===== src/rtl/sha256_byte_stream_hasher_assert.svh =====
// Assertion macros shared by the SHA-256 byte stream hasher RTL.
// No dependencies; included by the modules that carry checks.
`ifndef SHA256_BYTE_STREAM_HASHER_ASSERT_SVH
`define SHA256_BYTE_STREAM_HASHER_ASSERT_SVH

// Same-cycle implication, sampled on the rising clock edge, quiet in reset.
`define SBH_ASSERT_IMP(name, ante, cons, msg) \
   name: assert property (@(posedge clock) disable iff (reset) (ante) |-> (cons)) \
      else $error(msg);

// Next-cycle implication, sampled on the rising clock edge, quiet in reset.
`define SBH_ASSERT_NXT(name, ante, cons, msg) \
   name: assert property (@(posedge clock) disable iff (reset) (ante) |=> (cons)) \
      else $error(msg);

`endif


===== src/rtl/sha_bsh_pkg.sv =====
// Shared types, constants and SHA-256 helper functions for the byte stream hasher.
// No dependencies; imported by every module of the block.
package sha_bsh_pkg;

   typedef logic [31:0] word_type;

   // Round constants of the compression function.
   localparam word_type ROUND_K [64] = '{
      32'h428a2f98, 32'h71374491, 32'hb5c0fbcf, 32'he9b5dba5,
      32'h3956c25b, 32'h59f111f1, 32'h923f82a4, 32'hab1c5ed5,
      32'hd807aa98, 32'h12835b01, 32'h243185be, 32'h550c7dc3,
      32'h72be5d74, 32'h80deb1fe, 32'h9bdc06a7, 32'hc19bf174,
      32'he49b69c1, 32'hefbe4786, 32'h0fc19dc6, 32'h240ca1cc,
      32'h2de92c6f, 32'h4a7484aa, 32'h5cb0a9dc, 32'h76f988da,
      32'h983e5152, 32'ha831c66d, 32'hb00327c8, 32'hbf597fc7,
      32'hc6e00bf3, 32'hd5a79147, 32'h06ca6351, 32'h14292967,
      32'h27b70a85, 32'h2e1b2138, 32'h4d2c6dfc, 32'h53380d13,
      32'h650a7354, 32'h766a0abb, 32'h81c2c92e, 32'h92722c85,
      32'ha2bfe8a1, 32'ha81a664b, 32'hc24b8b70, 32'hc76c51a3,
      32'hd192e819, 32'hd6990624, 32'hf40e3585, 32'h106aa070,
      32'h19a4c116, 32'h1e376c08, 32'h2748774c, 32'h34b0bcb5,
      32'h391c0cb3, 32'h4ed8aa4a, 32'h5b9cca4f, 32'h682e6ff3,
      32'h748f82ee, 32'h78a5636f, 32'h84c87814, 32'h8cc70208,
      32'h90befffa, 32'ha4506ceb, 32'hbef9a3f7, 32'hc67178f2
   };

   // Initial hash value.
   localparam word_type HASH_INIT [8] = '{
      32'h6a09e667, 32'hbb67ae85, 32'h3c6ef372, 32'ha54ff53a,
      32'h510e527f, 32'h9b05688c, 32'h1f83d9ab, 32'h5be0cd19
   };

   localparam logic [7:0] PAD_MARK        = 8'h80;
   localparam logic [5:0] LAST_ROUND      = 6'd63;
   localparam logic [5:0] LAST_BLOCK_BYTE = 6'd63;
   localparam logic [5:0] LENGTH_START    = 6'd56;
   localparam logic [2:0] LAST_DIGEST     = 3'd7;

   // Commands from the sequencer to the round unit.
   typedef struct packed {
      logic init;   // restore the initial hash value
      logic load;   // copy the hash into the working variables
      logic step;   // run one round
      logic add;    // fold the working variables into the hash
   } core_ctl_type;

   // Commands from the sequencer to the block window.
   typedef struct packed {
      logic       push;  // shift one byte in
      logic       step;  // advance the message schedule by one word
      logic [7:0] data;
   } sched_ctl_type;

   function automatic word_type big_sigma0(input word_type x);
      return {x[1:0], x[31:2]} ^ {x[12:0], x[31:13]} ^ {x[21:0], x[31:22]};
   endfunction

   function automatic word_type big_sigma1(input word_type x);
      return {x[5:0], x[31:6]} ^ {x[10:0], x[31:11]} ^ {x[24:0], x[31:25]};
   endfunction

   function automatic word_type small_sigma0(input word_type x);
      return {x[6:0], x[31:7]} ^ {x[17:0], x[31:18]} ^ {3'b000, x[31:3]};
   endfunction

   function automatic word_type small_sigma1(input word_type x);
      return {x[16:0], x[31:17]} ^ {x[18:0], x[31:19]} ^ {10'b0, x[31:10]};
   endfunction

endpackage


===== src/rtl/sha_bsh_sched.sv =====
// Block window: gathers message bytes into a 64-byte block and then serves
// the message schedule one word per round. Depends on sha_bsh_pkg.
module sha_bsh_sched
   import sha_bsh_pkg::*;
(
   input  logic          clock,
   input  sched_ctl_type ctl,
   output word_type      sched_word
);

   logic [511:0] window_ff, window_in;
   word_type     w0, w1, w9, w14, next_word;

   // Word j of the window sits at bits 511-32j down to 480-32j.
   assign w0  = window_ff[511:480];
   assign w1  = window_ff[479:448];
   assign w9  = window_ff[223:192];
   assign w14 = window_ff[63:32];

   // Schedule word sixteen places ahead of the one in use.
   assign next_word = small_sigma1(w14) + w9 + small_sigma0(w1) + w0;

   // Bytes enter at the bottom; rounds shift whole words out of the top.
   always_comb begin
      window_in = window_ff;
      if (ctl.push) begin
         window_in = {window_ff[503:0], ctl.data};
      end else if (ctl.step) begin
         window_in = {window_ff[479:0], next_word};
      end
   end

   always_ff @(posedge clock) begin
      window_ff <= window_in;
   end

   assign sched_word = w0;

endmodule


===== src/rtl/sha_bsh_core.sv =====
// Shared round unit: working variables, one compression round per cycle,
// and the eight-word hash state. Depends on sha_bsh_pkg.
module sha_bsh_core
   import sha_bsh_pkg::*;
(
   input  logic         clock,
   input  logic         reset,
   input  core_ctl_type ctl,
   input  logic [5:0]   round_idx,
   input  word_type     sched_word,
   input  logic [2:0]   word_sel,
   output word_type     digest_word
);

   word_type hash_ff [8];
   word_type hash_in [8];
   word_type work_ff [8];
   word_type work_in [8];
   word_type t1, t2, choose, major;

   // One round of the compression function on a..h (indices 0..7).
   always_comb begin
      choose = (work_ff[4] & work_ff[5]) ^ (~work_ff[4] & work_ff[6]);
      major  = (work_ff[0] & work_ff[1]) ^ (work_ff[0] & work_ff[2]) ^
               (work_ff[1] & work_ff[2]);
      t1 = work_ff[7] + big_sigma1(work_ff[4]) + choose + ROUND_K[round_idx] + sched_word;
      t2 = big_sigma0(work_ff[0]) + major;
   end

   // Working variables.
   always_comb begin
      work_in = work_ff;
      if (ctl.load) begin
         work_in = hash_ff;
      end else if (ctl.step) begin
         work_in[7] = work_ff[6];
         work_in[6] = work_ff[5];
         work_in[5] = work_ff[4];
         work_in[4] = work_ff[3] + t1;
         work_in[3] = work_ff[2];
         work_in[2] = work_ff[1];
         work_in[1] = work_ff[0];
         work_in[0] = t1 + t2;
      end
   end

   // Hash state: restored between messages, updated after each block.
   always_comb begin
      hash_in = hash_ff;
      if (ctl.init) begin
         hash_in = HASH_INIT;
      end else if (ctl.add) begin
         for (int i = 0; i < 8; i++) begin
            hash_in[i] = hash_ff[i] + work_ff[i];
         end
      end
   end

   always_ff @(posedge clock) begin
      work_ff <= work_in;
      if (reset) begin
         hash_ff <= HASH_INIT;
      end else begin
         hash_ff <= hash_in;
      end
   end

   assign digest_word = hash_ff[word_sel];

endmodule


===== src/rtl/sha256_byte_stream_hasher.sv =====
// Top level of the SHA-256 byte stream hasher: handshakes, padding and round sequencer.
// Depends on sha_bsh_pkg, sha_bsh_sched, sha_bsh_core and the assertion header.
//
// A message arrives one byte per transaction; a transaction with end_of_message set
// closes it (with or without a byte) and the digest leaves as eight 32-bit
// transactions, most significant word first, after which the block is ready for a
// new message. A byte that does not fill a block leaves it ready for the next byte.
// A byte that fills the 64-byte block is taken, then 64 rounds run through the single
// shared round unit and the result is folded into the hash. On the closing
// transaction the padding is shifted in one byte per cycle until the block is full,
// up to 72 padding bytes over two blocks; one block run follows, or two when fewer
// than nine bytes are free, each ending in the fold, and then the digest is sent.
`include "sha256_byte_stream_hasher_assert.svh"

module sha256_byte_stream_hasher
   import sha_bsh_pkg::*;
(
   input  logic        clock,
   input  logic        reset,
   input  logic        req_valid,
   output logic        req_ready,
   input  logic [7:0]  req_data_byte,
   input  logic        req_byte_present,
   input  logic        req_end_of_message,
   output logic        rsp_valid,
   input  logic        rsp_ready,
   output logic [31:0] rsp_digest_word,
   output logic [2:0]  rsp_word_index,
   output logic        rsp_last_word
);

   typedef enum logic [4:0] {
      ST_IDLE  = 5'b00001,
      ST_PAD   = 5'b00010,
      ST_ROUND = 5'b00100,
      ST_FINAL = 5'b01000,
      ST_OUT   = 5'b10000
   } state_type;

   state_type     state_ff, state_in;
   logic [5:0]    bib_ff, bib_in;
   logic [60:0]   count_ff, count_in, count_next;
   logic [63:0]   length_ff, length_in;
   logic [5:0]    round_ff, round_in;
   logic [2:0]    word_ff, word_in;
   logic          closing_ff, closing_in;
   logic          first_ff, first_in;
   logic          len_ok_ff, len_ok_in;
   logic          req_accept, rsp_accept;
   core_ctl_type  core_ctl;
   sched_ctl_type sched_ctl;
   word_type      sched_word;

   assign req_ready  = (state_ff == ST_IDLE);
   assign rsp_valid  = (state_ff == ST_OUT);
   assign req_accept = req_valid && req_ready;
   assign rsp_accept = rsp_valid && rsp_ready;
   assign count_next = count_ff + 61'd1;

   // Sequencer: byte intake, padding, rounds and digest delivery.
   always_comb begin
      state_in   = state_ff;
      bib_in     = bib_ff;
      count_in   = count_ff;
      length_in  = length_ff;
      round_in   = round_ff;
      word_in    = word_ff;
      closing_in = closing_ff;
      first_in   = first_ff;
      len_ok_in  = len_ok_ff;
      core_ctl   = '0;
      sched_ctl  = '0;
      unique case (state_ff)
         ST_IDLE: begin
            if (req_accept) begin
               length_in = req_byte_present ? {count_next, 3'b000} : {count_ff, 3'b000};
               if (req_byte_present) begin
                  sched_ctl.push = 1'b1;
                  sched_ctl.data = req_data_byte;
                  bib_in         = bib_ff + 6'd1;
                  count_in       = count_next;
               end
               if (req_byte_present && bib_ff == LAST_BLOCK_BYTE) begin
                  state_in      = ST_ROUND;
                  core_ctl.load = 1'b1;
                  round_in      = '0;
                  closing_in    = req_end_of_message;
                  first_in      = 1'b1;
               end else if (req_end_of_message) begin
                  state_in   = ST_PAD;
                  closing_in = 1'b1;
                  first_in   = 1'b1;
               end
            end
         end
         ST_PAD: begin
            sched_ctl.push = 1'b1;
            bib_in         = bib_ff + 6'd1;
            first_in       = 1'b0;
            if (first_ff) begin
               sched_ctl.data = PAD_MARK;
               len_ok_in      = (bib_ff < LENGTH_START);
            end else if (len_ok_ff && bib_ff >= LENGTH_START) begin
               sched_ctl.data = length_ff[63:56];
               length_in      = {length_ff[55:0], 8'h00};
            end else begin
               sched_ctl.data = 8'h00;
            end
            if (bib_ff == LAST_BLOCK_BYTE) begin
               state_in      = ST_ROUND;
               core_ctl.load = 1'b1;
               round_in      = '0;
            end
         end
         ST_ROUND: begin
            core_ctl.step  = 1'b1;
            sched_ctl.step = 1'b1;
            round_in       = round_ff + 6'd1;
            if (round_ff == LAST_ROUND) begin
               state_in = ST_FINAL;
            end
         end
         ST_FINAL: begin
            core_ctl.add = 1'b1;
            if (!closing_ff) begin
               state_in = ST_IDLE;
            end else if (first_ff) begin
               state_in = ST_PAD;
            end else if (len_ok_ff) begin
               state_in = ST_OUT;
               word_in  = '0;
            end else begin
               state_in  = ST_PAD;
               len_ok_in = 1'b1;
            end
         end
         ST_OUT: begin
            if (rsp_accept) begin
               word_in = word_ff + 3'd1;
               if (word_ff == LAST_DIGEST) begin
                  state_in      = ST_IDLE;
                  core_ctl.init = 1'b1;
                  bib_in        = '0;
                  count_in      = '0;
                  closing_in    = 1'b0;
                  first_in      = 1'b0;
                  len_ok_in     = 1'b0;
               end
            end
         end
         default: begin
            state_in = ST_IDLE;
         end
      endcase
   end

   // Control registers.
   always_ff @(posedge clock) begin
      length_ff <= length_in;
      if (reset) begin
         state_ff   <= ST_IDLE;
         bib_ff     <= '0;
         count_ff   <= '0;
         round_ff   <= '0;
         word_ff    <= '0;
         closing_ff <= 1'b0;
         first_ff   <= 1'b0;
         len_ok_ff  <= 1'b0;
      end else begin
         state_ff   <= state_in;
         bib_ff     <= bib_in;
         count_ff   <= count_in;
         round_ff   <= round_in;
         word_ff    <= word_in;
         closing_ff <= closing_in;
         first_ff   <= first_in;
         len_ok_ff  <= len_ok_in;
      end
   end

   sha_bsh_sched u_sched (
      .clock      (clock),
      .ctl        (sched_ctl),
      .sched_word (sched_word)
   );

   sha_bsh_core u_core (
      .clock       (clock),
      .reset       (reset),
      .ctl         (core_ctl),
      .round_idx   (round_ff),
      .sched_word  (sched_word),
      .word_sel    (word_ff),
      .digest_word (rsp_digest_word)
   );

   assign rsp_word_index = word_ff;
   assign rsp_last_word  = (word_ff == LAST_DIGEST);

   // Checks on the sequencer.
   `SBH_ASSERT_IMP(a_out_blocks_in, rsp_valid, !req_ready, "digest shown while taking bytes")
   `SBH_ASSERT_IMP(a_round_entry, $rose(state_ff == ST_ROUND),
      bib_ff == '0 && round_ff == '0, "block run started on a partial block")
   `SBH_ASSERT_IMP(a_out_after_len, rsp_valid,
      len_ok_ff && !first_ff && bib_ff == '0, "digest shown before the length block ran")
   `SBH_ASSERT_NXT(a_digest_done, rsp_accept && rsp_last_word,
      req_ready && count_ff == '0 && bib_ff == '0, "state not cleared after the digest")

endmodule

===== config.mk =====
export PLATFORM = sky130hd
export DESIGN_NAME = sha256_byte_stream_hasher
export DESIGN_NICKNAME = d
export VERILOG_FILES = /design/src/rtl/sha_bsh_pkg.sv /design/src/rtl/sha_bsh_sched.sv /design/src/rtl/sha_bsh_core.sv /design/src/rtl/sha256_byte_stream_hasher.sv
export VERILOG_INCLUDE_DIRS = /design/src /design/src/rtl
export SDC_FILE = /design/constraint.sdc
export NUM_CORES = 2
export LEC_CHECK = 0
export ABC_AREA = 1
export BUFFER_PORTS_ARGS = -buffer_cell sky130_fd_sc_hd__buf_2
export CORE_ASPECT_RATIO = 1.4
export CORE_MARGIN = 5
export CORE_UTILIZATION = 35
export CTS_CLUSTER_DIAMETER = 200
export DETAILED_ROUTE_END_ITERATION = 16
export PLACE_DENSITY = 0.59
export SLEW_MARGIN = 20
export SYNTH_ARGS = -nofsm -noshare
export SYNTH_HDL_FRONTEND = slang
export SYNTH_SLANG_ARGS = --single-unit

===== constraint.sdc =====
create_clock -name clock -period 43.1 [get_ports clock]
set_input_delay 8.62 -clock clock [delete_from_list [all_inputs] [get_ports clock]]
set_output_delay 8.62 -clock clock [all_outputs]
set_load 0.1 [all_outputs]

==> reports/qor.csv <==
stage;metric;value;unit
sta;finClkSkew;87.7;ps
floorplan;rows;212;
setup_path;worstSetupPathType;in -> reg;
final_layout;syn2layout_area_growth;8.55;%
yosys;synth.cell_area;0.0840;sq mm
floorplan;die_y;590;um
final_layout;layout_commonest_cell;nand2_1;
clock_network;clockBufferDepth;4;
yosys;synth-seq-cells;1169;
worst_hold_path;hold_class;reg -> reg;
clock_network;cts_resized;0;
detailed_routing;initialDrtViolationCount;7235;
clock_network;cts-buffers-inserted;142;
yosys;syn_inst;11100;
grt;first_global_vias;73400;
floorplan;start_util;0.352;
yosys;yosys_warnings;0;
sta;finalHoldViolCount;0;
placed_design;dp_hpwl;260000;um
placed_design;place_area;0.0867;sq mm
sta;slew-limit-headroom;0.194;
floorplan;die_area;0.250;sq mm
clock_network;clkTransAtPathRegs;60;ps
floorplan;die_w;424;um
sta;fmax;77.1;MHz
clock_network;clock-root-buffer;clkbuf_16;
sta;drv_slew;0;
grt;antenna_found_initial;4;
placed_design;portBuffers;51;
final_layout;fin_nets;11500;
sta;finalCriticalPeriod;12980;ps
final_layout;fill_cells;25200;
detailed_routing;route.detailed.wl_per_inst;23.9;um
grt;grt-ovfl-total;0;
sta;worst_slew_pin_slew;1200;ps
placed_design;place.gp.congestion;1.04;
yosys;synthArstFlopShare;0;
yosys;synthDistinctLibCells;71;
clock_network;worst_skew_pair.late_latency;880;ps
clock_network;cts_tree;yes;
sta;finalSetupViolCount;0;
detailed_routing;vias;75900;
final_layout;stdcell_area;0.0912;sq mm
outcome;outcome;completed;
yosys;ys.flop_type;edfxtp_1;
sta;timing.final.crit_share;0.301;
yosys;synth_nets;11700;
final_layout;fin_cells;14100;
yosys;synth_edf_count;829;
clock_network;holdBufCountCts;0;
detailed_routing;drtPass1Iterations;7;
floorplan;core-area;0.238;sq mm
grt;grt_use_total;0.260;
detailed_routing;drc_errors;0;
floorplan;io_pins;52;
yosys;syn_avg_cell_area;7.55;sq um
final_layout;drive_gt1_frac;0.0391;
detailed_routing;vias_per_cell;5.38;
yosys;yosysSeqAreaShare;0.377;
flow_run;max_cap_viol_count;0;
setup_path;end_kind;register;
detailed_routing;wl;337000;um
grt;grt_pass1_wl;486000;um
sta;tns;0;ps
detailed_routing;postRouteAntennaNets;0;
clock_network;cts_setup_buffers;0;
setup_path;rr_worst_depth;38;
clock_network;cts.sinks;1169;
sta;rsz0062_at_grt;no;
setup_path;critPathMaxFanout;135;
placed_design;dp_cells;13900;
setup_path;cp.required;43530;ps
setup_path;cp.arrival;13400;ps
clock_network;ctsHtreeMaxLevel;4;
setup_path;crit_path_start_kind;input pin;
final_layout;final_cell_mix;nand2_1, inv_1, a21oi_1, edfxtp_1, o21ai_0;
grt;grt_max_degree;227;
worst_hold_path;hold_depth;2;
==> metrics by stage <==
| stage | util | hold WS [ps] | setup slack (ps) |
|---|---|---|---|
| 6_report | 0.382 | 478 | 30120 |
| 5_1_grt | 0.382 | 504 | 29790 |
| 4_1_cts | 0.382 | 474 | 30200 |
| 3_5_place_dp | 0.363 | 477 | 29360 |
| 3_3_place_gp | 0.363 | 471 | 29430 |
| 2_1_floorplan | - | 451 | 21560 |
==> flip-flops by register name, summed over array words and instances (netlist names) <==
name / cells
u_core.work_ff: 256
count_ff: 61
first_ff: 1
closing_ff: 1
state_ff: 5
u_sched.window_ff: 512
u_core.hash_ff: 256
len_ok_ff: 1
length_ff: 61
rsp_word_index: 3
bib_ff: 6
round_ff: 6
==> worst max-delay path, stage by stage <==
cell	delay (ps)
buf_2	80
buf_4	420
nand2_1	210
nor2_4	130
buf_4	320
nor2_8	110
inv_16	320
nand2_8	490
nand2_8	660
buf_4	840
buf_4	870
==> cell type report <==
class	instances	area, sq um	share of cell area
inverter	1272	4800	0.0527
tap	3103	3880	0.0426
multi-input combinational	8196	45400	0.499
sequential	1169	31700	0.348
clock inverter	76	723	0.00793
antenna	5	12.5	0.000137
timing repair buffer	119	820	0.00899
clock buffer	171	3770	0.0413
==> cells by family after synthesis <==
| family | synth area share |
|---|---|
| simple gates | 0.229 |
| mux | 0.00171 |
| flops | 0.377 |
| xor+xnor | 0.0470 |
| compound gates | 0.155 |
| buf+inv | 0.0821 |
| fa+ha+maj | 0.108 |
==> metal layers <==
layer / GRT usage / up-vias / wire (um)
met5: 0 / - / 0
met4: 0.236 / 0 / 38400
met3: 0.0345 / 1076 / 18600
met2: 0.439 / 2776 / 158000
met1: 0.284 / 35700 / 122000
li1: - / 36400 / -
==> worst paths after layout <==
kind	end	slack (ps)	startpoint
hold / removal	length_ff[18]$_DFFE_PP_	480	length_ff[10]$_SDFFCE_PP0P_
hold reg to reg	length_ff[18]$_DFFE_PP_	480	length_ff[10]$_SDFFCE_PP0P_
setup / recovery	u_core.work_ff[142]$_DFFE_PP_	30120	req_byte_present
setup reg to reg	u_core.work_ff[255]$_DFFE_PP_	32670	round_ff[0]$_SDFFE_PP0P_
==> cells in the mapped netlist (21+ instances only) <==
library cell	count	area, sq um
edfxtp_1	829	24900
o21bai_1	61	458
o21ai_1	187	936
nand2_1	3351	12600
nand3b_1	26	195
xor2_1	281	2460
a21boi_0	22	165
buf_2	160	801
a21o_1	62	465
or2_2	30	188
maj3_1	21	210
a31oi_1	82	513
nand4_1	122	763
xnor2_1	170	1490
o221ai_1	21	184
nor2_1	681	2560
buf_1	44	165
a221oi_1	23	201
fa_1	195	3900
ha_1	398	4980
nand3_1	393	1970
o21a_1	33	248
o211ai_1	78	586
dfxtp_1	340	6810
a21oi_1	938	4690
a211oi_1	24	180
clkbuf_1	269	1010
inv_1	1254	4710
o21ai_0	765	3830
nor3_1	89	445
Power is not shown: default switching activity piles up to over one toggle a cycle in this logic, so the estimate is an artifact.
